## config.mk

```make
export PLATFORM = sky130hd
export DESIGN_NAME = kmau_ctrl
export DESIGN_NICKNAME = d
export VERILOG_FILES = /design/src/kmau_pkg.sv /design/src/kmau_ctrl.sv
export SDC_FILE = /design/constraint.sdc
export NUM_CORES = 1
export LEC_CHECK = 0
export ABC_AREA = 1
export BUFFER_PORTS_ARGS = -buffer_cell sky130_fd_sc_hd__clkbuf_2
export CAP_MARGIN = 20
export CORE_MARGIN = 2
export CORE_UTILIZATION = 50
export CTS_CLUSTER_DIAMETER = 150
export DETAILED_ROUTE_END_ITERATION = 7
export PLACE_DENSITY = 0.83
export SYNTH_ARGS = -nofsm -noshare
export SYNTH_HDL_FRONTEND = slang
export SYNTH_SLANG_ARGS = --single-unit
```

## constraint.sdc

```tcl
create_clock -name clk -period 1.5 [get_ports clk]
set_input_delay 0.075 -clock clk [delete_from_list [all_inputs] [get_ports clk]]
set_output_delay 0.075 -clock clk [all_outputs]
set_load 0.005 [all_outputs]
```

## src/kmau_pkg.sv

```systemverilog
`timescale 1ns / 1ps
// ----------------------------------------------------------------------------
// kmau_pkg
// Shared widths, codes and controller/datapath interface types.
// ----------------------------------------------------------------------------
package kmau_pkg;

    localparam int MAX_CLUSTERS_DEF   = 64;
    localparam int MAX_DIMENSIONS_DEF = 128;
    localparam int COUNT_BITS_DEF     = 20;

    localparam int VAL_W      = 16;
    localparam int DIST_W     = 40;
    localparam int OUT_DIST_W = 39;
    localparam int SQ_W       = 34;
    localparam int SUM_W      = 37;
    localparam int DIVD_W     = 37;
    localparam int ACT_W      = 2;
    localparam int CI_PORT_W  = 6;
    localparam int EI_PORT_W  = 7;
    localparam int PREV_W     = 7;
    localparam int KCFG_W     = 7;
    localparam int DCFG_W     = 8;
    localparam int CFG_IDX_W  = 1;
    localparam int CFG_DATA_W = 8;

    typedef enum logic [ACT_W-1:0] {
        ACT_LOAD   = 2'd0,
        ACT_POINT  = 2'd1,
        ACT_UPDATE = 2'd2,
        ACT_NONE   = 2'd3
    } act_t;

    localparam logic [CFG_IDX_W-1:0] REG_CLUSTERS = 1'b0;
    localparam logic [CFG_IDX_W-1:0] REG_DIMS     = 1'b1;

    typedef enum logic [4:0] {
        OP_NOP,
        OP_LATCH,
        OP_LOAD,
        OP_BUF_WR,
        OP_PD_RD,
        OP_PD_MUL,
        OP_PD_ACC,
        OP_MIN_RD,
        OP_MIN_CMP,
        OP_EMIT,
        OP_AC_RD,
        OP_AC_WR,
        OP_CNT_RD,
        OP_CNT_WR,
        OP_RC_CNT_RD,
        OP_RC_SUM_RD,
        OP_DIV_START,
        OP_RC_WR,
        OP_RC_CLR
    } dp_op_t;

    typedef struct packed {
        dp_op_t op;
        logic   c_clr;
        logic   c_inc;
        logic   e_clr;
        logic   e_inc;
    } dp_cmd_t;

    typedef struct packed {
        act_t action;
        logic last;
        logic in_range;
        logic c_done;
        logic e_done;
        logic e_act_last;
        logic row_valid;
        logic div_done;
        logic out_busy;
    } dp_stat_t;

endpackage

```

## src/kmau_ctrl.sv

```systemverilog
`timescale 1ns / 1ps
// ----------------------------------------------------------------------------
// kmau_ctrl
// Sequencer for load, point element, nearest search, accumulate and update.
// ----------------------------------------------------------------------------
module kmau_ctrl
    import kmau_pkg::*;
(
    input  logic     clk,
    input  logic     rst_n,
    input  logic     in_valid,
    output logic     in_stall,
    input  dp_stat_t stat,
    output dp_cmd_t  cmd
);

    typedef enum logic [4:0] {
        S_IDLE,
        S_DECODE,
        S_PD_RD,
        S_PD_MUL,
        S_PD_ACC,
        S_MIN_RD,
        S_MIN_CMP,
        S_EMIT,
        S_AC_RD,
        S_AC_WR,
        S_CNT_RD,
        S_CNT_WR,
        S_RC_ROW,
        S_RC_CHK,
        S_RC_RD,
        S_RC_DIV,
        S_RC_WAIT,
        S_RC_END
    } state_t;

    state_t state_reg;
    state_t state_next;

    assign in_stall = (state_reg != S_IDLE);

    always_ff @(posedge clk or negedge rst_n)
    begin
        if (!rst_n)
            state_reg <= S_IDLE;
        else
            state_reg <= state_next;
    end

    always_comb
    begin
        state_next = state_reg;
        cmd        = '{op: OP_NOP, c_clr: 1'b0, c_inc: 1'b0, e_clr: 1'b0, e_inc: 1'b0};
        case (state_reg)
            S_IDLE:
            begin
                if (in_valid)
                begin
                    cmd.op     = OP_LATCH;
                    state_next = S_DECODE;
                end
            end
            S_DECODE:
            begin
                case (stat.action)
                    ACT_LOAD:
                    begin
                        cmd.op     = OP_LOAD;
                        state_next = S_IDLE;
                    end
                    ACT_UPDATE:
                    begin
                        cmd.c_clr  = 1'b1;
                        state_next = S_RC_ROW;
                    end
                    ACT_POINT:
                    begin
                        cmd.c_clr = 1'b1;
                        if (stat.in_range)
                        begin
                            cmd.op     = OP_BUF_WR;
                            state_next = S_PD_RD;
                        end
                        else if (stat.last)
                            state_next = S_MIN_RD;
                        else
                            state_next = S_IDLE;
                    end
                    default: state_next = S_IDLE;
                endcase
            end
            S_PD_RD:
            begin
                cmd.op     = OP_PD_RD;
                state_next = S_PD_MUL;
            end
            S_PD_MUL:
            begin
                cmd.op     = OP_PD_MUL;
                state_next = S_PD_ACC;
            end
            S_PD_ACC:
            begin
                cmd.op = OP_PD_ACC;
                if (!stat.c_done)
                begin
                    cmd.c_inc  = 1'b1;
                    state_next = S_PD_RD;
                end
                else if (stat.last)
                begin
                    cmd.c_clr  = 1'b1;
                    state_next = S_MIN_RD;
                end
                else
                    state_next = S_IDLE;
            end
            S_MIN_RD:
            begin
                cmd.op     = OP_MIN_RD;
                state_next = S_MIN_CMP;
            end
            S_MIN_CMP:
            begin
                cmd.op = OP_MIN_CMP;
                if (stat.c_done)
                begin
                    cmd.e_clr  = 1'b1;
                    state_next = S_EMIT;
                end
                else
                begin
                    cmd.c_inc  = 1'b1;
                    state_next = S_MIN_RD;
                end
            end
            S_EMIT:
            begin
                if (!stat.out_busy)
                begin
                    cmd.op     = OP_EMIT;
                    state_next = S_AC_RD;
                end
            end
            S_AC_RD:
            begin
                cmd.op     = OP_AC_RD;
                state_next = S_AC_WR;
            end
            S_AC_WR:
            begin
                cmd.op = OP_AC_WR;
                if (stat.e_done)
                    state_next = S_CNT_RD;
                else
                begin
                    cmd.e_inc  = 1'b1;
                    state_next = S_AC_RD;
                end
            end
            S_CNT_RD:
            begin
                cmd.op     = OP_CNT_RD;
                state_next = S_CNT_WR;
            end
            S_CNT_WR:
            begin
                cmd.op     = OP_CNT_WR;
                state_next = S_IDLE;
            end
            S_RC_ROW:
            begin
                cmd.op     = OP_RC_CNT_RD;
                state_next = S_RC_CHK;
            end
            S_RC_CHK:
            begin
                if (stat.row_valid)
                begin
                    cmd.e_clr  = 1'b1;
                    state_next = S_RC_RD;
                end
                else if (stat.c_done)
                    state_next = S_RC_END;
                else
                begin
                    cmd.c_inc  = 1'b1;
                    state_next = S_RC_ROW;
                end
            end
            S_RC_RD:
            begin
                cmd.op     = OP_RC_SUM_RD;
                state_next = S_RC_DIV;
            end
            S_RC_DIV:
            begin
                cmd.op     = OP_DIV_START;
                state_next = S_RC_WAIT;
            end
            S_RC_WAIT:
            begin
                if (stat.div_done)
                begin
                    cmd.op = OP_RC_WR;
                    if (!stat.e_act_last)
                    begin
                        cmd.e_inc  = 1'b1;
                        state_next = S_RC_RD;
                    end
                    else if (stat.c_done)
                        state_next = S_RC_END;
                    else
                    begin
                        cmd.c_inc  = 1'b1;
                        state_next = S_RC_ROW;
                    end
                end
            end
            S_RC_END:
            begin
                cmd.op     = OP_RC_CLR;
                state_next = S_IDLE;
            end
            default: state_next = S_IDLE;
        endcase
    end

endmodule

```

==> impl_metrics.toml <==
[sta]
fin_ws_ps = -211
rsz0062_at_grt = "yes"
finalSetupViolCount = 11
slew_headroom_pct = 81.7
fmax_mhz = 585
timing.hold.ws_ps = 63.7
fin_crit_sh_pct = 114
drv_slew = 0
tightestPinTransition_ps = 275
finClkSkew_ps = 7.90
fin_crit_ps = 1710
hold_viol_final = 0
fin_setup_tns_ps = -1170

[drt]
wl_met3_um = 363
drc = 0
viasPerCell = 6.15
wl_per_cell_um = 16.3
wl_met1_mm = 1.13
ant_nets = 0
drt-initial-drc-count = 104
top_layer = "met4"
routed-via-count = 1248
drt_pass1_iterations = 5
wl_met2_mm = 1.58
routed_wl_mm = 3.31

[clock_network]
numCtsBuffers = 3
clkSlewWorstSetupHoldPaths_ps = 40
clk_latency_ps = 260
cts_tree = "yes"
ctsLongestPathBuffers = 2
cts.htree.levels = 1
cts.sinks = 5
cts_root_buffer = "clkbuf_4"

[placed_design]
place.gp.congestion = 1.00
pre_cts_slack_ps = -65.0
port_buffers = 22
place_hpwl_mm = 2.13

[yosys]
yosysSeqAreaShare_pct = 15.9
ys_seq_elements = 5
syn_inst = 146
synth_cell_types = 19
syn_area_per_cell_um2 = 5.39
yosysWarnings = 0
syn_area_um2 = 787
syn-num-nets = 163

[grt]
grt_pass1_vias = 1063
antenna_found_initial = 0
grt_max_degree = 8
grt_overflow = 0
grt_pass1_wl_mm = 4.81
grt.total_usage_pct = 34.8

[power]
ir_worst_vdd_mv = 0.967
leakage_nw = 0.727
power_mw = 2.00
power_density_nw_per_um2 = 1590

[floorplanning]
core-area_um2 = 1490
dieWidth_um = 43.7
dieHeight_um = 43.7
dieArea_um2 = 1910
start_util_pct = 52.9
boundaryPins = 23
num_rows = 14

[run_status]
status = "finished with violations"
violations = "negative setup slack"

[setup_path]
arrival_ps = 1640
critical_path_class = "reg2out"
crit_fanout = 7
cp.required_ps = 1420
start_kind = "flip-flop"
worstSetupEndpointType = "output pin"

[layout]
nets = 205
largest_reg_flops = 5
n_fill_cell = 83
n_antenna_cell = 0
postLayoutCoreUtil_pct = 84.5
area_delta_synth_final_pct = 59.9
drive_above_1_share_pct = 47.6

[worst_hold_path]
hold_class = "in2reg"

[flow_run]
cap_viol_max_count = 0
Yosys cell counts:
cell type	n	share of area [%]
nand2_1	50	24
nor2_1	24	11
inv_1	15	7.2
nand3_1	15	9.5
nor2_2	6	4.8
nor3_1	6	3.8
dfrtp_1	5	16
a21oi_1	4	2.5
ha_1	4	6.4
nand4_1	3	2.4
o21ai_0	3	1.9
buf_6	2	2.9
inv_2	2	0.95
o22ai_1	2	1.6
and2_1	1	0.80
nand3b_1	1	0.95
o2111ai_1	1	1.1
o211ai_1	1	0.95
o21ai_2	1	1.1
worst max-delay path: stages, from the launching register on:
cell and delay, ps:
dfrtp_2 480, nand2_4 130, inv_2 70, nand3_2 120, nand2_1 110, nor3_2 170
o2111ai_1 150, clkbuf_2 160
path summary, 6_finish.rpt:
path | from | endpoint | cells past startpoint | slack [ps]
setup / recovery | state_reg[2]$_DFFE_PN0P_ | cmd[6] | 7 | -210
max in group asynchronous | rst_n | state_reg[2]$_DFFE_PN0P_ | 2 | 1140
hold / removal | stat[1] | state_reg[4]$_DFFE_PN0P_ | 2 | 60
min in group asynchronous | rst_n | state_reg[0]$_DFFE_PN0P_ | 2 | 190
hold reg to reg | state_reg[0]$_DFFE_PN0P_ | state_reg[4]$_DFFE_PN0P_ | 4 | 850
setup reg to reg | state_reg[2]$_DFFE_PN0P_ | state_reg[3]$_DFFE_PN0P_ | 8 | -10
placed cells by master, fill, tap and decap left out, drive strengths merged, types with 4 or more instances in the layout:
master | netlist | final
a21oi | 4 | 4
buf | 2 | 18
clkbuf | 0 | 24
dfrtp | 5 | 5
ha | 4 | 4
inv | 17 | 17
nand2 | 50 | 50
nand3 | 15 | 15
nor2 | 30 | 30
nor3 | 6 | 6
o21ai | 4 | 4
routing by layer:
metal	track usage, %	vias up
li1	-	551
met1	42.7	554
met3	3.75	31
met5	0	-
met2	57.9	112
met4	21.2	0
logic make-up (layout without fill, tap and decap cells):
group,count (synthesis),count (layout),synth area share (%)
compound gates,12,12,9.22
fa+ha+maj,4,4,6.36
buf+inv,19,60,11.0
flops,5,5,15.9
simple gates,106,106,57.6
metrics by stage:
| stage | std cells | area (um2) |
|---|---|---|
| 6_report | 203 | 1260 |
| 5_1_grt | 203 | 1260 |
| 4_1_cts | 199 | 1170 |
| 3_5_place_dp | 185 | 917 |
| 3_3_place_gp | 185 | 917 |
| 2_1_floorplan | 146 | 787 |
report_power, final:
| part | leakage [nW] | total [mW] | switching [mW] | internal [mW] |
|---|---|---|---|---|
| registers | 0.0589 | 0.317 | 0.126 | 0.191 |
| clock network | 0.0150 | 0.168 | 0.0670 | 0.101 |
| logic | 0.653 | 1.51 | 0.878 | 0.634 |
| total | 0.727 | 2.00 | 1.07 | 0.926 |
area by class of cell:
class                      count  area, um2  share of cell area (%)
multi-input combinational    122        766                    60.8
tap                           16       20.0                    1.59
inverter                      17       63.8                    5.07
timing repair buffer          39        251                    20.0
clock buffer                   4       26.3                    2.09
sequential                     5        131                    10.4
repair_timing:
| item | in CTS | in global routing |
|---|---|---|
| hold endpoints to repair | 5 | 0 |
| gates resized for setup | 45 | 18 |
| setup endpoints to repair | 9 | 14 |
| hold buffers | 1 | 0 |
| buffers inserted | 9 | 4 |
| pin swaps | 8 | 4 |
Power figures use the tool's default switching activity.
